## config.mk

```make
export PLATFORM = sky130hd
export DESIGN_NAME = sphp_front
export DESIGN_NICKNAME = d
export VERILOG_FILES = /design/src/rtl/sphp_pkg.sv /design/src/rtl/sphp_front.sv
export SDC_FILE = /design/constraint.sdc
export NUM_CORES = 1
export LEC_CHECK = 0
export ABC_AREA = 0
export BUFFER_PORTS_ARGS = -buffer_cell sky130_fd_sc_hd__buf_2
export CAP_MARGIN = 40
export CORE_ASPECT_RATIO = 0.6
export CORE_MARGIN = 2
export CORE_UTILIZATION = 61
export CTS_CLUSTER_DIAMETER = 120
export CTS_CLUSTER_SIZE = 8
export DETAILED_ROUTE_END_ITERATION = 10
export GPL_ROUTABILITY_DRIVEN = 0
export PLACE_DENSITY_LB_ADDON = 0.12
export SYNTH_ARGS = -nofsm -noshare
export SYNTH_HDL_FRONTEND = slang
export SYNTH_SLANG_ARGS = --single-unit
```

## constraint.sdc

```tcl
create_clock -name clk -period 7.2 [get_ports clk]
set_input_delay 0.72 -clock clk [delete_from_list [all_inputs] [get_ports clk]]
set_output_delay 0.72 -clock clk [all_outputs]
set_load 0.005 [all_outputs]
```

## src/rtl/sphp_pkg.sv

```systemverilog
// Shared types, constants and the arctangent table for the sphere patch unit.
// No dependencies; every other file in rtl/ imports this package.
package sphp_pkg;

  // Sizing of the mapping table and the angle datapath
  localparam int MAX_THETA_BINS = 64;
  localparam int MAX_PHI_BINS   = 32;
  localparam int MAX_PATCHES    = 512;
  localparam int CORDIC_STEPS   = 16;
  localparam int TABLE_DEPTH    = MAX_THETA_BINS * MAX_PHI_BINS;
  localparam int TBL_AW         = $clog2(TABLE_DEPTH);

  // Field and register widths
  localparam int NT_W  = 7;
  localparam int NP_W  = 6;
  localparam int TB_W  = 6;
  localparam int PB_W  = 5;
  localparam int IDX_W = 11;
  localparam int PAT_W = 9;
  localparam int CFG_IDX_W  = 1;
  localparam int CFG_DATA_W = 7;

  // CORDIC datapath: vector lanes and angle accumulator (2^-32 turn units)
  localparam int CW = 36;
  localparam int AW = 36;
  localparam logic signed [AW-1:0] HALF_TURN    = 36'sh0_8000_0000;
  localparam logic signed [AW-1:0] QUARTER_TURN = 36'sh0_4000_0000;
  localparam logic signed [AW-1:0] FULL_TURN    = 36'sh1_0000_0000;

  // Queues
  localparam int FQ_DEPTH = 4;
  localparam int FQ_AW    = $clog2(FQ_DEPTH);
  localparam int OQ_DEPTH = 64;
  localparam int OQ_AW    = $clog2(OQ_DEPTH);
  localparam int OQ_CAP   = OQ_DEPTH + 1;
  localparam int OCC_W    = $clog2(OQ_CAP + 1);

  typedef enum logic {
    OP_WRITE = 1'b0,
    OP_MAP   = 1'b1
  } opcode_t;

  typedef enum logic [CFG_IDX_W-1:0] {
    CFG_THETA_BINS = 1'b0,
    CFG_PHI_BINS   = 1'b1
  } cfg_reg_t;

  typedef struct packed {
    logic                    opcode;
    logic signed [15:0]      vec_x;
    logic signed [15:0]      vec_y;
    logic signed [15:0]      vec_z;
    logic [IDX_W-1:0]        entry_index;
    logic [PAT_W-1:0]        entry_patch;
  } in_item_t;

  typedef struct packed {
    logic [PAT_W-1:0] patch_index;
    logic [TB_W-1:0]  theta_bin;
    logic [PB_W-1:0]  phi_bin;
  } out_item_t;

  // Request handed from the front queue to the back pipeline
  typedef struct packed {
    logic     vld;
    logic     is_map;
    in_item_t item;
  } issue_t;

  typedef struct packed {
    logic signed [CW-1:0] a;
    logic signed [CW-1:0] b;
    logic signed [AW-1:0] ang;
  } cordic_t;

  // atan(2^-i) in 2^-32 turn units
  localparam logic [31:0] ATAN_TAB [32] = '{
    32'h20000000, 32'h12E4051E, 32'h09FB385B, 32'h051111D4, 32'h028B0D43,
    32'h0145D7E1, 32'h00A2F61E, 32'h00517C55, 32'h0028BE53, 32'h00145F2F,
    32'h000A2F98, 32'h000517CC, 32'h00028BE6, 32'h000145F3, 32'h0000A2F9,
    32'h0000517C, 32'h000028BE, 32'h0000145F, 32'h00000A2F, 32'h00000517,
    32'h0000028B, 32'h00000145, 32'h000000A2, 32'h00000051, 32'h00000028,
    32'h00000014, 32'h0000000A, 32'h00000005, 32'h00000002, 32'h00000001,
    32'h00000000, 32'h00000000
  };

endpackage

```

## src/rtl/sphp_front.sv

```systemverilog
// Front queue: takes requests, classifies them and issues them to the back pipeline.
// Depends on sphp_pkg.
module sphp_front (
  input  logic              clk,
  input  logic              rst_n,
  input  logic              push,
  output logic              full,
  input  sphp_pkg::in_item_t in_data,
  input  logic              issue_ok,
  output sphp_pkg::issue_t  iss
);
  import sphp_pkg::*;

  in_item_t         fq [FQ_DEPTH];
  logic [FQ_AW-1:0] wp_r, wp_nxt, rp_r, rp_nxt;
  logic [FQ_AW:0]   cnt_r, cnt_nxt;
  logic             acc;
  logic             head_map;

  // Classify the head request; map requests wait for a result slot
  always_comb begin
    head_map   = (fq[rp_r].opcode == OP_MAP);
    full       = (cnt_r == (FQ_AW+1)'(FQ_DEPTH));
    acc        = push && !full;
    iss.item   = fq[rp_r];
    iss.is_map = head_map;
    iss.vld    = (cnt_r != '0) && (!head_map || issue_ok);
    wp_nxt     = acc ? FQ_AW'(wp_r + 1'b1) : wp_r;
    rp_nxt     = iss.vld ? FQ_AW'(rp_r + 1'b1) : rp_r;
    cnt_nxt    = cnt_r + (FQ_AW+1)'(acc) - (FQ_AW+1)'(iss.vld);
  end

  // Advance pointers
  always_ff @(posedge clk) begin
    if (!rst_n) begin
      wp_r  <= '0;
      rp_r  <= '0;
      cnt_r <= '0;
    end else begin
      wp_r  <= wp_nxt;
      rp_r  <= rp_nxt;
      cnt_r <= cnt_nxt;
    end
  end

  // Store incoming requests
  always_ff @(posedge clk) begin
    if (acc) begin
      fq[wp_r] <= in_data;
    end
  end

endmodule

```

# ---- Word level (Yosys, flattened, before mapping)
# Memories as Yosys holds them, arrays and structs flattened. A register that Yosys moved wholly into a read port is not among the register bits.
# Cells that the tools add are included.
dict set report classes {
  n_addsub 4
  n_eq_ne 1
  n_mux 4
  reduce_logical 6
}
# cell n
set op_table {}
lappend op_table {{adder 2 x 1 -> 2 bit (second input constant)} 2}
lappend op_table {{two-way mux 2 bit} 2}
lappend op_table {{adder 3 x 1 -> 3 bit} 1}
lappend op_table {{equality test 3 bit (second input constant)} 1}
lappend op_table {{nonzero test 3 bit} 1}
lappend op_table {{subtractor 3 x 1 -> 3 bit} 1}
lappend op_table {{logical AND 1 bit} 2}
lappend op_table {{zero test 1 bit} 2}
lappend op_table {{two-way mux 1 bit} 2}
lappend op_table {{logical OR 1 bit} 1}
dict set report word_totals {
  register_bits 7
  ram_bits 276
  output_inout_bits 72
  wordCells 19
  memories 1
}
# memory words word_bits read_ports rd_clocked_by_memory_dff write_ports line_no
set mem_list {}
lappend mem_list {fq 4 69 1 1 1 sphp_front.sv:14} ;# in_item_t fq [FQ_DEPTH];

# ---- Depth between registers and ports, before layout
# Gate-level depths: netlist (run 1).
dict set report depth {
  word_depth 5
  depth_mapped 12
  ltp_nobuf 11
}

# ---- Worst setup path before layout (run 1)
# OpenSTA, ideal clock, no wires.
dict set report synth_timing {
  path_type {input to register}
  startpoint {in push}
  endpoint {mem fq[0][0] (netlist bit), enable pin}
  setup_time_ps 435
  arrival_time_ps 2714
  required_time_ps 6765
  slack_ps 4051
  stages 3
  path_cell_list {nor2b_1 clkbuf_1 and2_1}
}
dict set report synth_via {
  elab_chain_len 3
}
# element line_no
set synth_rtl {}
lappend synth_rtl {{start: declaration} sphp_front.sv:6} ;# input logic push,
lappend synth_rtl {{logical AND 1 bit} sphp_front.sv:24} ;# acc = push && !full;
lappend synth_rtl {{two-way mux 1 bit} sphp_front.sv:48} ;# if (acc) begin
lappend synth_rtl {{two-way mux 1 bit (not written as such)} sphp_front.sv:49} ;# fq[wp_r] <= in_data;
lappend synth_rtl {{end: declaration} sphp_front.sv:14}
# No other way between the ends.

==> impl_metrics.env, run 1 <==
export IMPL_layout_common_cells="276 x edfxtp_1, 144 x buf_2, 68 x mux4_2"
export IMPL_synth_area_mm2=0.01044
export IMPL_cts_sinks=285
export IMPL_pin_count=145
export IMPL_grt_max_degree=41
export IMPL_coreArea_mm2=0.01649
export IMPL_netlist_instances=412
export IMPL_syn_num_nets=492
export IMPL_postPlaceCellArea_mm2=0.01149
export IMPL_grt_pass1_vias=5117
export IMPL_leakage_uw=0.004283
export IMPL_worstSetupEndpointType="output pin"
export IMPL_ant_nets=0
export IMPL_r2r_cells=10
export IMPL_yosysTopAreaCell="edfxtp_1"
export IMPL_worst_pin_slew_ns=0.7756
export IMPL_vias=4782
export IMPL_synthToLayoutAreaGrowth_pct=20.47
export IMPL_grt_overflow=0
export IMPL_postCtsHoldBufs=0
export IMPL_cts_buffer_depth=3
export IMPL_hpwl_mm=10.61
export IMPL_drt_iter0_drc=390
export IMPL_critical_path_required_ns=6.48
export IMPL_synth_seq_cells=285
export IMPL_status="completed"
export IMPL_maxCapViolCount=0
export IMPL_vdd_drop_max_uv=230.2
export IMPL_clock_skew_final_ns=0.01235
export IMPL_setup_viol=0
export IMPL_placedCellCount=772
export IMPL_wl_per_cell_um=22.31
export IMPL_max_slew_margin_rel_pct=48.29
export IMPL_synth_top_area_share_pct=79.40
export IMPL_clk_latency_ns=0.48
export IMPL_path_max_fanout=40
export IMPL_antenna_found_initial=2
export IMPL_ctsResizeCount=0
export IMPL_holdWs_ns=0.4463
export IMPL_ys_seq_area_share_pct=81.12
export IMPL_post_cts_setup_buffers=0
export IMPL_die_y_um=105.3
export IMPL_hold_depth=1
export IMPL_cts_inserted_buffers=41
export IMPL_grtUsageTotal_pct=21.15
export IMPL_period_share_pct=48.49
export IMPL_firstDrtPassIters=4
export IMPL_clk_pin_slew_ns=0.05
export IMPL_synth_area_top_cells="edfxtp_1 79%, mux4_2 15%, dfxtp_1 1.7%"
export IMPL_powerDensity_mw_per_mm2=368.9
export IMPL_design_area_mm2=0.01258
export IMPL_layout_commonest_cell="edfxtp_1"
export IMPL_finalHoldViolations=0
export IMPL_io_buffers=144
export IMPL_grt_pass1_wl_mm=29.00
export IMPL_synth_area_per_cell_um2=25.34
export IMPL_fin_setup_tns_ns=0
export IMPL_rsz0062_at_grt="no"
export IMPL_critical_path_class="reg2out"
export IMPL_start_kind="flop"
export IMPL_dieArea_mm2=0.01821
export IMPL_cts_tree="built"
export IMPL_final_net_count=667
export IMPL_drive_above_1_share_pct=45.00
export IMPL_routed_via_density=5.768
export IMPL_initial_utilization_pct=63.32
export IMPL_synth_distinct_cells=23
export IMPL_final_cells=829
export IMPL_drc=0
export IMPL_ctsHtreeMaxLevel=2
export IMPL_power_uw=4639
export IMPL_rows=36
export IMPL_max_freq_ghz=0.2864
export IMPL_min_period_ns=3.491
export IMPL_root_buffer="clkbuf_16"
export IMPL_yosysWarnings=0
export IMPL_critical_path_arrival_ns=2.77
export IMPL_die_x_um=172.9
export IMPL_fillers=921
export IMPL_hold_path_class="in2reg"
export IMPL_wl_mm=18.50
export IMPL_maxSlewViolCount=0
## power breakdown
group          internal (µW)  switching [µW]
registers               2030             110
logic                    477             405
clock network           1020             597
total                   3530            1110
## state kept, by name, indices dropped and copies added, names as in the netlist, named ones only
name,cells
rp_r,2
fq,276
cnt_r,3
wp_r,2
## through the flow
stage               utilization, %  setup slack [ns]
finish                       76.28             3.709
global route                 76.27             3.427
CTS                          76.27             3.583
detailed placement           69.69             4.034
global placement             69.00             4.055
floorplan                        -             4.051
## final timing paths
path	end	startpoint	slack, ns
hold / removal	fq[1][60]$_DFFE_PP_	in_data[60]	0.45
setup reg to reg	cnt_r[2]$_SDFF_PN0_	flop	4.06
hold reg to reg	flop	rp_r[1]$_SDFFE_PN0P_	0.51
setup / recovery	iss[7]	flop	3.71
## critical path, cell delays in order, from the launching register on
cell     delay (ns)
dfxtp_4        0.85
buf_4          0.64
mux4_2         0.61
buf_2          0.15
## cell families (layout without fill, tap and decap cells)
kind of cell,count (synthesis),after routing,synth area share (%)
xor gates and xnor gates,4,4,0.3357
AOI/OAI and AO/OA,1,1,0.2518
buffers and inverters,23,211,1.091
other,0,1,0
muxes,73,73,15.22
adders and majority gates,7,7,0.9109
and+or+nand+nor,19,19,1.067
DFF,285,285,81.12
## Yosys cell counts
cell type and instances:
xor2_1 1, inv_1 5, mux2i_1 2, xnor2_1 3, edfxtp_1 276, nor2b_1 4
buf_4 3, nand2b_1 1, nand2_1 2, a221oi_4 1, mux4_2 68, nor2_1 1
clkbuf_1 7, dfxtp_1 9, nor3b_1 1, mux2_2 2, and2_1 9, buf_2 7
ha_1 6, fa_1 1, buf_6 1, nor3_1 1, mux2_4 1
## layout make-up
cell class / instances / area, µm² / area share, %
tap: 228 / 285.3 / 2.268
clock inverter: 1 / 5.005 / 0.03980
antenna: 1 / 2.502 / 0.01990
sequential: 285 / 8476 / 67.40
multi-input combinational: 104 / 1867 / 14.84
inverter: 5 / 18.77 / 0.1492
timing repair buffer: 150 / 843.3 / 6.706
clock buffer: 55 / 1079 / 8.576
## metal layers
layer  share of wire, %  global-route usage (%)  vias up
li1                   -                       -     2089
met1                 43                   30.70     2512
met2                 49                   33.34      156
met3                7.2                   5.556       23
met4               0.95                   4.479        2
met5              0.070                       0        -
No activity file was read; power rests on OpenSTA's default activity.
==> inputs of run 2 (changes only) <==
CORE_UTILIZATION = 57   (was 61)
clock period = 3.57 ns   (was 7.2 ns; I/O delays follow)
==> impl_metrics.env, run 2 (synthesized netlist as in run 1, its figures left out) <==
export IMPL_startpoint="cnt_r[1]$_SDFF_PN0_"
export IMPL_initial_utilization_pct=57.93
export IMPL_largest_reg_flops=276
export IMPL_ctsHtreeMaxLevel=2
export IMPL_crit_path_max_incr_delay_ns=0.49
export IMPL_clk_pin_slew_ns=0.05
export IMPL_root_buffer="clkbuf_16"
export IMPL_cts_tree="built"
export IMPL_final_net_count=670
export IMPL_ant_nets=0
export IMPL_powerDensity_mw_per_mm2=750.7
export IMPL_cts_sinks=285
export IMPL_cts_buffer_depth=3
export IMPL_r2r_start="cnt_r[1]$_SDFF_PN0_"
export IMPL_grt_pass1_wl_mm=28.35
export IMPL_dieArea_mm2=0.01945
export IMPL_maxSlewViolCount=0
export IMPL_post_cts_setup_buffers=0
export IMPL_clock_skew_final_ns=0.01030
export IMPL_hold_path_class="in2reg"
export IMPL_io_buffers=144
export IMPL_cts_inserted_buffers=41
export IMPL_layout_common_cells="276 x edfxtp_1, 144 x buf_2, 68 x mux4_2"
export IMPL_ctsResizeCount=0
export IMPL_wl_mm=18.55
export IMPL_maxCapViolCount=0
export IMPL_grt_overflow=0
export IMPL_ff2ff_setup_slack_ns=0.98
export IMPL_rsz0062_at_grt="no"
export IMPL_max_slew_margin_rel_pct=59.53
export IMPL_coreArea_mm2=0.01802
export IMPL_start_kind="flop"
export IMPL_worst_pin_slew_ns=0.6058
export IMPL_hpwl_mm=11.04
export IMPL_r2r_cells=11
export IMPL_hold_depth=1
export IMPL_grt_max_degree=36
export IMPL_finish_utilization_pct=70.31
export IMPL_vdd_drop_max_uv=561.9
export IMPL_holdWs_ns=0.06959
export IMPL_die_y_um=108.8
export IMPL_top_regs="fq: 276 flops, cnt_r: 3 flops"
export IMPL_synthToLayoutAreaGrowth_pct=21.37
export IMPL_fin_ws_ns=0.9780
export IMPL_finalHoldViolations=0
export IMPL_crit_slowest_cell="nor2b_1"
export IMPL_firstDrtPassIters=4
export IMPL_drive_above_1_share_pct=45.54
export IMPL_fin_setup_tns_ns=0
export IMPL_crit_chain="nor3b_1, nor2b_1, inv_1, ha_1, inv_1, ha_1, inv_1, fa_1, xnor2_1, xnor2_1, and2_1"
export IMPL_die_x_um=178.7
export IMPL_min_to="fq[1][52]$_DFFE_PP_"
export IMPL_worstSetupEndpointType="flop"
export IMPL_critical_path_class="reg2reg"
export IMPL_rows=38
export IMPL_postCtsHoldBufs=0
export IMPL_setup_viol=0
export IMPL_path_common_cell="inv_1"
export IMPL_pin_count=145
export IMPL_critical_path_arrival_ns=2.98
export IMPL_drc=0
export IMPL_max_freq_ghz=0.3858
export IMPL_layout_commonest_cell="edfxtp_1"
export IMPL_status="completed"
export IMPL_min_period_ns=2.592
export IMPL_drt_iter0_drc=346
export IMPL_grtUsageTotal_pct=19.91
export IMPL_rr_endpoint="cnt_r[2]$_SDFF_PN0_"
export IMPL_leakage_uw=0.004325
export IMPL_regMostFlops="fq"
export IMPL_critical_path_required_ns=3.95
export IMPL_power_uw=9512
export IMPL_place_ws_ns=0.9669
export IMPL_clk_latency_ns=0.50
export IMPL_vias=4732
export IMPL_period_share_pct=72.60
export IMPL_grt_pass1_vias=5032
export IMPL_antenna_found_initial=3
export IMPL_wl_per_cell_um=21.85
export IMPL_hp_start="in_data[52]"
export IMPL_routed_via_density=5.574
export IMPL_path_max_fanout=7
run 2: changes by cell type in the layout (fill, tap and decap cells not counted), sizes merged:
cell,before,now
buf,150,153
diode,1,3
clkbuf,55,57
inv,5,6
run 2: worst max path at each step:
stage / depth (start not counted) / endpoint
after floorplan: 4 / fq[0][0]$_DFFE_PP_
after global placement: 10 / cnt_r[2]$_SDFF_PN0_
after detailed placement: 11 / cnt_r[2]$_SDFF_PN0_
after CTS: 11 / cnt_r[2]$_SDFF_PN0_
after global routing: 11 / cnt_r[2]$_SDFF_PN0_
final: 11 / cnt_r[2]$_SDFF_PN0_
run 2: stage by stage:
| step | area, µm² | std cells |
|---|---|---|
| 2_1_floorplan | 10440 | 412 |
| 3_3_place_gp | 11490 | 786 |
| 3_5_place_dp | 11520 | 787 |
| 4_1_cts | 12660 | 846 |
| 5_1_grt | 12660 | 847 |
| 6_report | 12670 | 849 |
run 2: metal layers:
| layer | GRT usage [%] | vias to the layer above | share of wire [%] |
|---|---|---|---|
| met3 | 5.579 | 16 | 7.3 |
| met1 | 29.43 | 2452 | 45 |
| met5 | 0 | - | 0 |
| met2 | 30.25 | 161 | 47 |
| met4 | 4.530 | 0 | 0.84 |
| li1 | - | 2103 | - |
run 2: final cells by class:
type                       instances  area [µm²]
antenna                            3       7.507
clock buffer                      57        1129
fill                            1117        5350
sequential                       285        8476
multi-input combinational        104        1867
clock inverter                     2       13.76
tap                              240       300.3
timing repair buffer             153       858.3
inverter                           5       18.77
run 2: critical path: cells and delay by family (launching register included):
family        cells  cell delay, ns
xor+xnor          2            0.29
fa+ha+maj         3            0.83
buf+inv           3            0.22
flops             1            0.40
simple gates      3            0.73
run 2: power breakdown:
part	switching [µW]	internal, µW	total, µW
sequential	93.9	4090	4180
clock	1260	2160	3410
combinational	936	978	1910
